**config.mk**
```make
export PLATFORM = sky130hd
export DESIGN_NAME = dequeue_invoke_matcher
export DESIGN_NICKNAME = d
export VERILOG_FILES = /design/src/design/dqim_pkg.sv /design/src/design/dqim_cell.sv /design/src/design/dequeue_invoke_matcher.sv
export SDC_FILE = /design/constraint.sdc
export NUM_CORES = 2
export LEC_CHECK = 0
export ABC_AREA = 1
export BUFFER_PORTS_ARGS = -buffer_cell sky130_fd_sc_hd__buf_2
export CORE_MARGIN = 1
export CORE_UTILIZATION = 35
export DETAILED_ROUTE_END_ITERATION = 16
export PLACE_DENSITY = 0.48
export SLEW_MARGIN = 20
export SYNTH_ARGS = -nofsm -noshare
export SYNTH_HDL_FRONTEND = slang
export SYNTH_SLANG_ARGS = --single-unit
```
**constraint.sdc**
```tcl
create_clock -name i_clk -period 26.1 [get_ports i_clk]
set_input_delay 1.305 -clock i_clk [delete_from_list [all_inputs] [get_ports i_clk]]
set_output_delay 1.305 -clock i_clk [all_outputs]
set_load 0.05 [all_outputs]
```
**src/design/dqim_pkg.sv**
```systemverilog
// Package for the dequeue/invoke matcher: field widths, status codes,
// transaction structs and the control structs shared by the table cells.
// No dependencies.
package dqim_pkg;

    localparam int TABLE_DEPTH = 16;
    localparam int THREAD_W    = 48;
    localparam int FUNC_W      = 48;
    localparam int VTABLE_W    = 48;
    localparam int REC_W       = 16;
    localparam int STATUS_W    = 3;

    localparam logic [VTABLE_W-1:0] UNMATCHABLE_VTABLE = VTABLE_W'(8'hff);

    localparam logic REQ_DEQUEUE = 1'b0;
    localparam logic REQ_INVOKE  = 1'b1;

    localparam logic [STATUS_W-1:0] STAT_STORED  = 3'd0;
    localparam logic [STATUS_W-1:0] STAT_EVICTED = 3'd1;
    localparam logic [STATUS_W-1:0] STAT_MATCHED = 3'd2;
    localparam logic [STATUS_W-1:0] STAT_NOMATCH = 3'd3;
    localparam logic [STATUS_W-1:0] STAT_IGNORED = 3'd4;

    localparam logic [1:0] OP_NONE  = 2'd0;
    localparam logic [1:0] OP_CMP   = 2'd1;
    localparam logic [1:0] OP_MATCH = 2'd2;
    localparam logic [1:0] OP_STORE = 2'd3;

    typedef struct packed {
        logic                req_type;
        logic                invoke_start;
        logic [THREAD_W-1:0] thread_id;
        logic [FUNC_W-1:0]   func_addr;
        logic [VTABLE_W-1:0] vtable_value;
        logic [REC_W-1:0]    record_id;
    } t_in_item;

    typedef struct packed {
        logic [STATUS_W-1:0] status;
        logic [REC_W-1:0]    match_id;
    } t_out_item;

    typedef struct packed {
        logic                valid;
        logic [THREAD_W-1:0] thread;
        logic [FUNC_W-1:0]   func;
        logic [REC_W-1:0]    record;
    } t_entry;

    typedef struct packed {
        logic [1:0] op;
        logic       evict;
    } t_cell_ctl;

    typedef struct packed {
        logic             found;
        logic [REC_W-1:0] record;
    } t_chain;

endpackage

```
**src/design/dqim_cell.sv**
```systemverilog
// One slot of the age-ordered pending table: holds an entry, compares it
// against the current event and shifts toward the oldest end on removal.
// Depends on dqim_pkg.
module dqim_cell (
    input  logic               i_clk,
    input  logic               i_rst_n,
    input  dqim_pkg::t_cell_ctl i_ctl,
    input  dqim_pkg::t_entry   i_new,
    input  dqim_pkg::t_entry   i_upper,
    input  logic               i_lower_valid,
    input  logic               i_any_hit,
    input  dqim_pkg::t_chain   i_chain,
    output dqim_pkg::t_chain   o_chain,
    output dqim_pkg::t_entry   o_entry
);
    import dqim_pkg::*;

    logic                r_valid;
    logic                n_valid;
    logic [THREAD_W-1:0] r_thread;
    logic [THREAD_W-1:0] n_thread;
    logic [FUNC_W-1:0]   r_func;
    logic [FUNC_W-1:0]   n_func;
    logic [REC_W-1:0]    r_record;
    logic [REC_W-1:0]    n_record;
    logic                r_hit;
    logic                n_hit;
    logic                w_hit;

    assign w_hit          = r_hit & r_valid;
    assign o_chain.found  = i_chain.found | w_hit;
    assign o_chain.record = (w_hit && !i_chain.found) ? r_record : i_chain.record;

    assign o_entry.valid  = r_valid;
    assign o_entry.thread = r_thread;
    assign o_entry.func   = r_func;
    assign o_entry.record = r_record;

    always_comb begin
        n_valid  = r_valid;
        n_thread = r_thread;
        n_func   = r_func;
        n_record = r_record;
        n_hit    = r_hit;
        case (i_ctl.op)
            OP_CMP: begin
                n_hit = r_valid && (r_thread == i_new.thread) && (r_func == i_new.func);
            end
            OP_MATCH: begin
                if (i_any_hit && !i_chain.found) begin
                    n_valid  = i_upper.valid;
                    n_thread = i_upper.thread;
                    n_func   = i_upper.func;
                    n_record = i_upper.record;
                end
            end
            OP_STORE: begin
                if (i_ctl.evict) begin
                    n_valid  = i_upper.valid;
                    n_thread = i_upper.thread;
                    n_func   = i_upper.func;
                    n_record = i_upper.record;
                end else if (!r_valid && i_lower_valid) begin
                    n_valid  = 1'b1;
                    n_thread = i_new.thread;
                    n_func   = i_new.func;
                    n_record = i_new.record;
                end
            end
            default: begin
            end
        endcase
    end

    always_ff @(posedge i_clk) begin
        if (!i_rst_n) begin
            r_valid <= 1'b0;
        end else begin
            r_valid <= n_valid;
        end
    end

    always_ff @(posedge i_clk) begin
        r_thread <= n_thread;
        r_func   <= n_func;
        r_record <= n_record;
        r_hit    <= n_hit;
    end

endmodule

```
**src/design/dequeue_invoke_matcher.sv**
```systemverilog
// Top level of the dequeue/invoke matcher: event sequencing, the chain of
// table cells and the output register.
// Depends on dqim_pkg and dqim_cell.
//
//   Channel  Signals                            Payload
//   input    i_in_valid / o_in_stall            i_in_item  (t_in_item)
//   output   o_out_valid / i_out_stall          o_out_item (t_out_item)
//
// Each transaction passes three steps: capture, a registered compare in every
// cell, then the update with its chained newest-first removal.
// The next input transaction is taken only in the idle state, after the result is written.
// Reset is synchronous and active low and empties the table.
// A stalled output holds the update step until the output register frees.
module dequeue_invoke_matcher (
    input  logic                i_clk,
    input  logic                i_rst_n,
    input  logic                i_in_valid,
    output logic                o_in_stall,
    input  dqim_pkg::t_in_item  i_in_item,
    output logic                o_out_valid,
    input  logic                i_out_stall,
    output dqim_pkg::t_out_item o_out_item
);
    import dqim_pkg::*;

    localparam logic [1:0] S_IDLE  = 2'd0;
    localparam logic [1:0] S_CMP   = 2'd1;
    localparam logic [1:0] S_APPLY = 2'd2;

    logic [1:0]       r_state;
    logic [1:0]       n_state;
    t_in_item         r_item;
    logic             r_out_valid;
    t_out_item        r_out_item;
    t_out_item        w_result;
    t_cell_ctl        w_ctl;
    t_entry           w_new;
    t_entry           w_top_upper;
    t_entry           w_entry [TABLE_DEPTH];
    t_chain           w_chain [TABLE_DEPTH+1];
    logic [TABLE_DEPTH-1:0] w_valid;
    logic             w_accept;
    logic             w_out_free;
    logic             w_fire;
    logic             w_storable;
    logic             w_lookup;

    assign o_in_stall  = (r_state != S_IDLE);
    assign w_accept    = i_in_valid && !o_in_stall;
    assign w_out_free  = !r_out_valid || !i_out_stall;
    assign w_fire      = (r_state == S_APPLY) && w_out_free;
    assign w_storable  = (r_item.req_type == REQ_DEQUEUE) &&
                         (r_item.vtable_value < UNMATCHABLE_VTABLE);
    assign w_lookup    = (r_item.req_type == REQ_INVOKE) && r_item.invoke_start;

    assign w_new.valid  = 1'b1;
    assign w_new.thread = r_item.thread_id;
    assign w_new.func   = r_item.func_addr;
    assign w_new.record = r_item.record_id;

    assign w_top_upper.valid  = (w_ctl.op == OP_STORE);
    assign w_top_upper.thread = r_item.thread_id;
    assign w_top_upper.func   = r_item.func_addr;
    assign w_top_upper.record = r_item.record_id;

    assign w_chain[TABLE_DEPTH].found  = 1'b0;
    assign w_chain[TABLE_DEPTH].record = '0;

    always_comb begin
        w_ctl.evict = w_valid[TABLE_DEPTH-1];
        w_ctl.op    = OP_NONE;
        if (r_state == S_CMP) begin
            w_ctl.op = OP_CMP;
        end else if (w_fire && w_storable) begin
            w_ctl.op = OP_STORE;
        end else if (w_fire && w_lookup) begin
            w_ctl.op = OP_MATCH;
        end
    end

    genvar gi;
    generate
        for (gi = 0; gi < TABLE_DEPTH; gi++) begin : g_cell
            t_entry w_upper;
            logic   w_lower_valid;

            if (gi == TABLE_DEPTH - 1) begin : g_top
                assign w_upper = w_top_upper;
            end else begin : g_mid
                assign w_upper = w_entry[gi+1];
            end

            if (gi == 0) begin : g_bottom
                assign w_lower_valid = 1'b1;
            end else begin : g_rest
                assign w_lower_valid = w_entry[gi-1].valid;
            end

            dqim_cell u_cell (
                .i_clk         (i_clk),
                .i_rst_n       (i_rst_n),
                .i_ctl         (w_ctl),
                .i_new         (w_new),
                .i_upper       (w_upper),
                .i_lower_valid (w_lower_valid),
                .i_any_hit     (w_chain[0].found),
                .i_chain       (w_chain[gi+1]),
                .o_chain       (w_chain[gi]),
                .o_entry       (w_entry[gi])
            );

            assign w_valid[gi] = w_entry[gi].valid;
        end
    endgenerate

    always_comb begin
        w_result.status   = STAT_IGNORED;
        w_result.match_id = '0;
        if (w_storable) begin
            if (w_valid[TABLE_DEPTH-1]) begin
                w_result.status   = STAT_EVICTED;
                w_result.match_id = w_entry[0].record;
            end else begin
                w_result.status = STAT_STORED;
            end
        end else if (w_lookup) begin
            if (w_chain[0].found) begin
                w_result.status   = STAT_MATCHED;
                w_result.match_id = w_chain[0].record;
            end else begin
                w_result.status = STAT_NOMATCH;
            end
        end
    end

    always_comb begin
        n_state = r_state;
        case (r_state)
            S_IDLE: begin
                if (w_accept) begin
                    n_state = S_CMP;
                end
            end
            S_CMP: begin
                n_state = S_APPLY;
            end
            S_APPLY: begin
                if (w_out_free) begin
                    n_state = S_IDLE;
                end
            end
            default: begin
                n_state = S_IDLE;
            end
        endcase
    end

    always_ff @(posedge i_clk) begin
        if (!i_rst_n) begin
            r_state     <= S_IDLE;
            r_out_valid <= 1'b0;
        end else begin
            r_state <= n_state;
            if (w_fire) begin
                r_out_valid <= 1'b1;
            end else if (!i_out_stall) begin
                r_out_valid <= 1'b0;
            end
        end
    end

    always_ff @(posedge i_clk) begin
        if (w_accept) begin
            r_item <= i_in_item;
        end
        if (w_fire) begin
            r_out_item <= w_result;
        end
    end

    assign o_out_valid = r_out_valid;
    assign o_out_item  = r_out_item;

    // The occupied slots always form one run starting at the oldest slot.
    a_contiguous: assert property (@(posedge i_clk) disable iff (!i_rst_n)
        $onehot({1'b0, w_valid} + {{TABLE_DEPTH{1'b0}}, 1'b1}) ||
        (w_valid == {TABLE_DEPTH{1'b1}}))
        else $error("Occupied table slots are not contiguous.");

    // A successful match removes exactly one entry.
    a_match_removes: assert property (@(posedge i_clk) disable iff (!i_rst_n)
        (w_ctl.op == OP_MATCH && w_chain[0].found) |=>
        ($countones(w_valid) == $past($countones(w_valid)) - 1))
        else $error("A match did not remove exactly one entry.");

    // A store adds one entry unless the table was full, where it stays full.
    a_store_grows: assert property (@(posedge i_clk) disable iff (!i_rst_n)
        (w_ctl.op == OP_STORE) |=>
        (($countones(w_valid) == $past($countones(w_valid)) + 1) ||
         ($past(w_valid[TABLE_DEPTH-1]) && w_valid[TABLE_DEPTH-1])))
        else $error("A store did not update the occupancy correctly.");

    // A failed lookup leaves the table untouched.
    a_nomatch_holds: assert property (@(posedge i_clk) disable iff (!i_rst_n)
        (w_fire && w_lookup && !w_chain[0].found) |=> $stable(w_valid))
        else $error("A lookup without a hit changed the table.");

endmodule
```
==> results by group <==
STA
  – Tightest Pin Transition: around 1400 ps
  – Max Freq: 170 MHz
  – Setup violators final: 0
  – Worst rel slew slack: between 6 and 7%
  – Final setup TNS: 0 ps
  – RSZ-0062 raised after global routing: false
  – Fin. Hold Viols: 0
  – Worst setup margin: just over 20000 ps
  – Final worst-path cycle share: 22.5%
  – Final Skew: around 70 ps
  – Slew Limit Fails: 0
  – Tmin final: 5880 ps

Floorplan
  – Die width: 525 um
  – Row count: ~190
  – Die Span Y: between 500 and 600 um
  – Die footprint: around 280000 um^2
  – IO Count: approximately 190
  – Core ar.: roughly 270000 um^2
  – Initial Util: 35.3%

Yosys
  – Mapped Avg Cell Area: ~10 um^2
  – Predominant post-synthesis flop cell: edfxtp_1
  – Post-synthesis sequential area ratio: a little over three fifths
  – Ys async rst share: 0%
  – Synth cell types: 55
  – Synthesized net count: around 9.5k
  – Post-Syn Area: approximately 96000 um^2
  – Synth warn: 0
  – Post-synth EDFFs: about 2.0k
  – Post-Syn Instances: about 9.3k
  – Yosys reg bits: 2008

Clock tree
  – CTS buffer count: 234
  – CTS root buf: clkbuf_16
  – CTS Buffer Depth: 4
  – CTS sink count: between 2k and 2.5k
  – Hold-fix buffers at CTS: 0
  – Worst skew pair latency: roughly 960 ps
  – CTS tree: built
  – Post-CTS Resized: 0
  – Clock slew at reported path FFs: about 60 ps
  – Postcts setup bufs: 0
  – H-tree Lvls: 4

Power and ir drop
  – Clk pwr share: roughly 44%
  – Static Leak: 42.9 nW
  – P_sw: 0.00196 W
  – Sequential share of power: 47.8%
  – Sw Ratio: between 20% and 30%
  – Internal power component: 0.00553 W
  – PwrDens: 68.5 nW/um^2
  – Peak VDD IR: 0.0000518 V
  – Logic pwr share: between 8 and 9%
  – Pwr Total: 0.00749 W

Critical path
  – FF-to-FF Start: r_item[45]
  – Critical Path RT: between 20000 and 30000 ps
  – Slowest-stage cell, CP: buf_4
  – CP Capture Type: register
  – CP max stage delay: between 800 and 900 ps
  – CP arrival: 6480 ps
  – Crit path buffers/inverters: 5
  – Crit path max fanout: roughly 120
  – Delay-heaviest family, CP: buffers and inverters
  – CP most frequent cell: buf_4
  – CP startpoint: r_item[45]
  – Critical path cell sequence: nor2_1, nand2_1, nor3_1, nand3_1, nor2_1, nand4_1, inv_8, buf_4, buf_4, buf_4, buf_4, o21ai_0
  – Crit Path Class: register to register
  – Nature of the critical path startpoint: register

Run status
  – Status: completed

Drt
  – Per-cell routed wire length: 47.1 um
  – Pre-antenna DRT Iters: 7
  – WL final: between 600 and 700 mm
  – Antenna viol nets, final: 0
  – DRT iter0 DRCs: 13.7k
  – Drt drc: 0
  – Vias per cell: 6.23
  – Via count: 83.0k

Finish
  – Fillers: between 20k and 30k
  – Final instance area: 109000 um^2
  – Commonest cells after routing, fill and taps aside: 1989 x edfxtp_1, 1821 x nand2_1, 1220 x inv_1
  – Area delta synth->final: 14.2%
  – Multi-input logic area: about 29000 um^2
  – # nets final: between 9k and 10k
  – Most common cell after layout, fill and taps aside: edfxtp_1
  – Layout cells sized above 1: between 10% and 20%
  – Register area: between 60000 and 70000 um^2

Place
  – Setup WS pre-CTS: around 20000 ps
  – Gpl congestion: around 1.1
  – PortBufs: 186
  – Post-DP HPWL: ~470 mm
  – Post-place instance area: ~100000 um^2

Flow run
  – Max_cap viols: 0

GRT
  – Number of global-route vias before repair: between 70k and 80k
  – First-pass GRT wire length: 796 mm
  – Tot GR Track Use: 44.3%
  – GRT overflow: 0
  – Initial antenna violation count: 99
  – Largest net degree at the start of global routing: between 150 and 200

Hold path
  – HP Start: g_cell[15].w_upper[4]
  – Hold crit path type: register to register
-- area by class of cell --
| cell class | instances | area share [%] |
|---|---|---|
| antenna | 42 | 0.0960 |
| clock buffer | 297 | 5.68 |
| clock inverter | 125 | 1.02 |
| inverter | 1305 | 4.51 |
| multi-input combinational | 5421 | 26.2 |
| sequential | 2008 | 54.9 |
| tap | 3570 | 4.08 |
| timing repair buffer | 560 | 3.50 |
-- sequential cells by signal, indices dropped and copies added (netlist names) --
| signal | cells |
|---|---|
| g_cell.u_cell.r_record | 256 |
| g_cell.w_upper | 112 |
| r_state | 2 |
| o_out_valid | 1 |
| g_cell.u_cell.r_hit | 16 |
| o_out_item | 19 |
| g_cell.u_cell.r_func | 768 |
| g_cell.u_cell.r_thread | 768 |
| g_cell.u_cell.r_valid | 16 |
| r_item | 50 |
-- worst reg2reg max path, cell delays in order, from the launching register on --
cell,delay (ps)
edfxtp_1,370
nor2_1,130
nand2_1,70
nor3_1,170
nand3_1,130
nor2_1,390
nand4_1,410
inv_8,680
buf_4,900
buf_4,490
buf_4,470
buf_4,860
o21ai_0,440
-- metal layers --
layer / global-route usage [%] / wire length, um
met1: 55.2 / 234000
met2: 63.6 / 260000
met3: 9.67 / 62300
met4: 42.2 / 70500
met5: 0 / 96
-- cells in the mapped netlist, types with 2 or more instances --
cell | n | share of area, %
nand3_2 | 3 | 0.031
nor4b_1 | 10 | 0.091
a21oi_1 | 62 | 0.32
or4_1 | 13 | 0.10
nand4_1 | 109 | 0.71
clkinv_1 | 38 | 0.15
a221oi_1 | 98 | 0.90
edfxtp_1 | 1989 | 62
inv_2 | 5 | 0.020
xor2_1 | 185 | 1.7
and3_1 | 4 | 0.026
clkbuf_1 | 365 | 1.4
or2_2 | 5 | 0.033
o21ai_0 | 1135 | 5.9
o21ai_1 | 27 | 0.14
o22ai_1 | 837 | 5.5
nand4_2 | 2 | 0.026
a21oi_2 | 10 | 0.091
or2_1 | 3 | 0.020
nor2_4 | 5 | 0.059
nor4_1 | 276 | 1.8
a22o_1 | 8 | 0.073
dfxtp_1 | 19 | 0.40
buf_1 | 56 | 0.22
o221ai_1 | 18 | 0.16
nor3_1 | 19 | 0.099
nand2_4 | 5 | 0.059
nand3_1 | 108 | 0.56
buf_6 | 2 | 0.024
nand2_2 | 4 | 0.026
xnor2_1 | 214 | 2.0
a211oi_1 | 5 | 0.039
nand4_4 | 4 | 0.089
nor2_1 | 353 | 1.4
buf_4 | 11 | 0.086
o2111ai_1 | 8 | 0.073
o211ai_1 | 12 | 0.094
a2111oi_0 | 2 | 0.018
a22oi_1 | 3 | 0.024
buf_2 | 153 | 0.80
a221o_1 | 11 | 0.11
nand2_1 | 1852 | 7.3
inv_1 | 1262 | 4.9
-- power groups by stage --
stage / Clock (W) / Combinational, W / Sequential, W
2_1_floorplan: 0 / 0.000213 / 0.00364
3_3_place_gp: 0 / 0.000605 / 0.00365
3_5_place_dp: 0 / 0.000603 / 0.00365
4_1_cts: 0.00328 / 0.000604 / 0.00358
5_1_grt: 0.00338 / 0.000623 / 0.00358
6_report: 0.00326 / 0.000650 / 0.00358
-- worst paths after layout --
check / endpoint / slack [ps] / cells after the start
max: g_cell[2].u_cell.r_func[21] / 20220 / 12
min: g_cell[15].u_cell.r_record[4] / 450 / 0
max reg2reg: g_cell[2].u_cell.r_func[21] / 20220 / 12
min reg2reg: g_cell[15].u_cell.r_record[4] / 450 / 0
-- cell families after synthesis --
| kind of cell | synth area share, % |
|---|---|
| AO/OA/AOI/OAI | 13.5 |
| AND/OR/NAND/NOR | 12.4 |
| buffers and inverters | 7.69 |
| flip-flops | 62.7 |
| XOR/XNOR | 3.65 |
-- stage by stage --
stage | utilization (%) | hold slack (ps) | std cells
finish | 40.3 | 451 | 13328
global route | 40.3 | 457 | 13301
CTS | 40.2 | 452 | 13284
detailed placement | 37.5 | 437 | 12862
global placement | 37.5 | 439 | 12862
floorplan | - | 421 | 9322
Note: power is estimated with default switching activity, not from simulation.
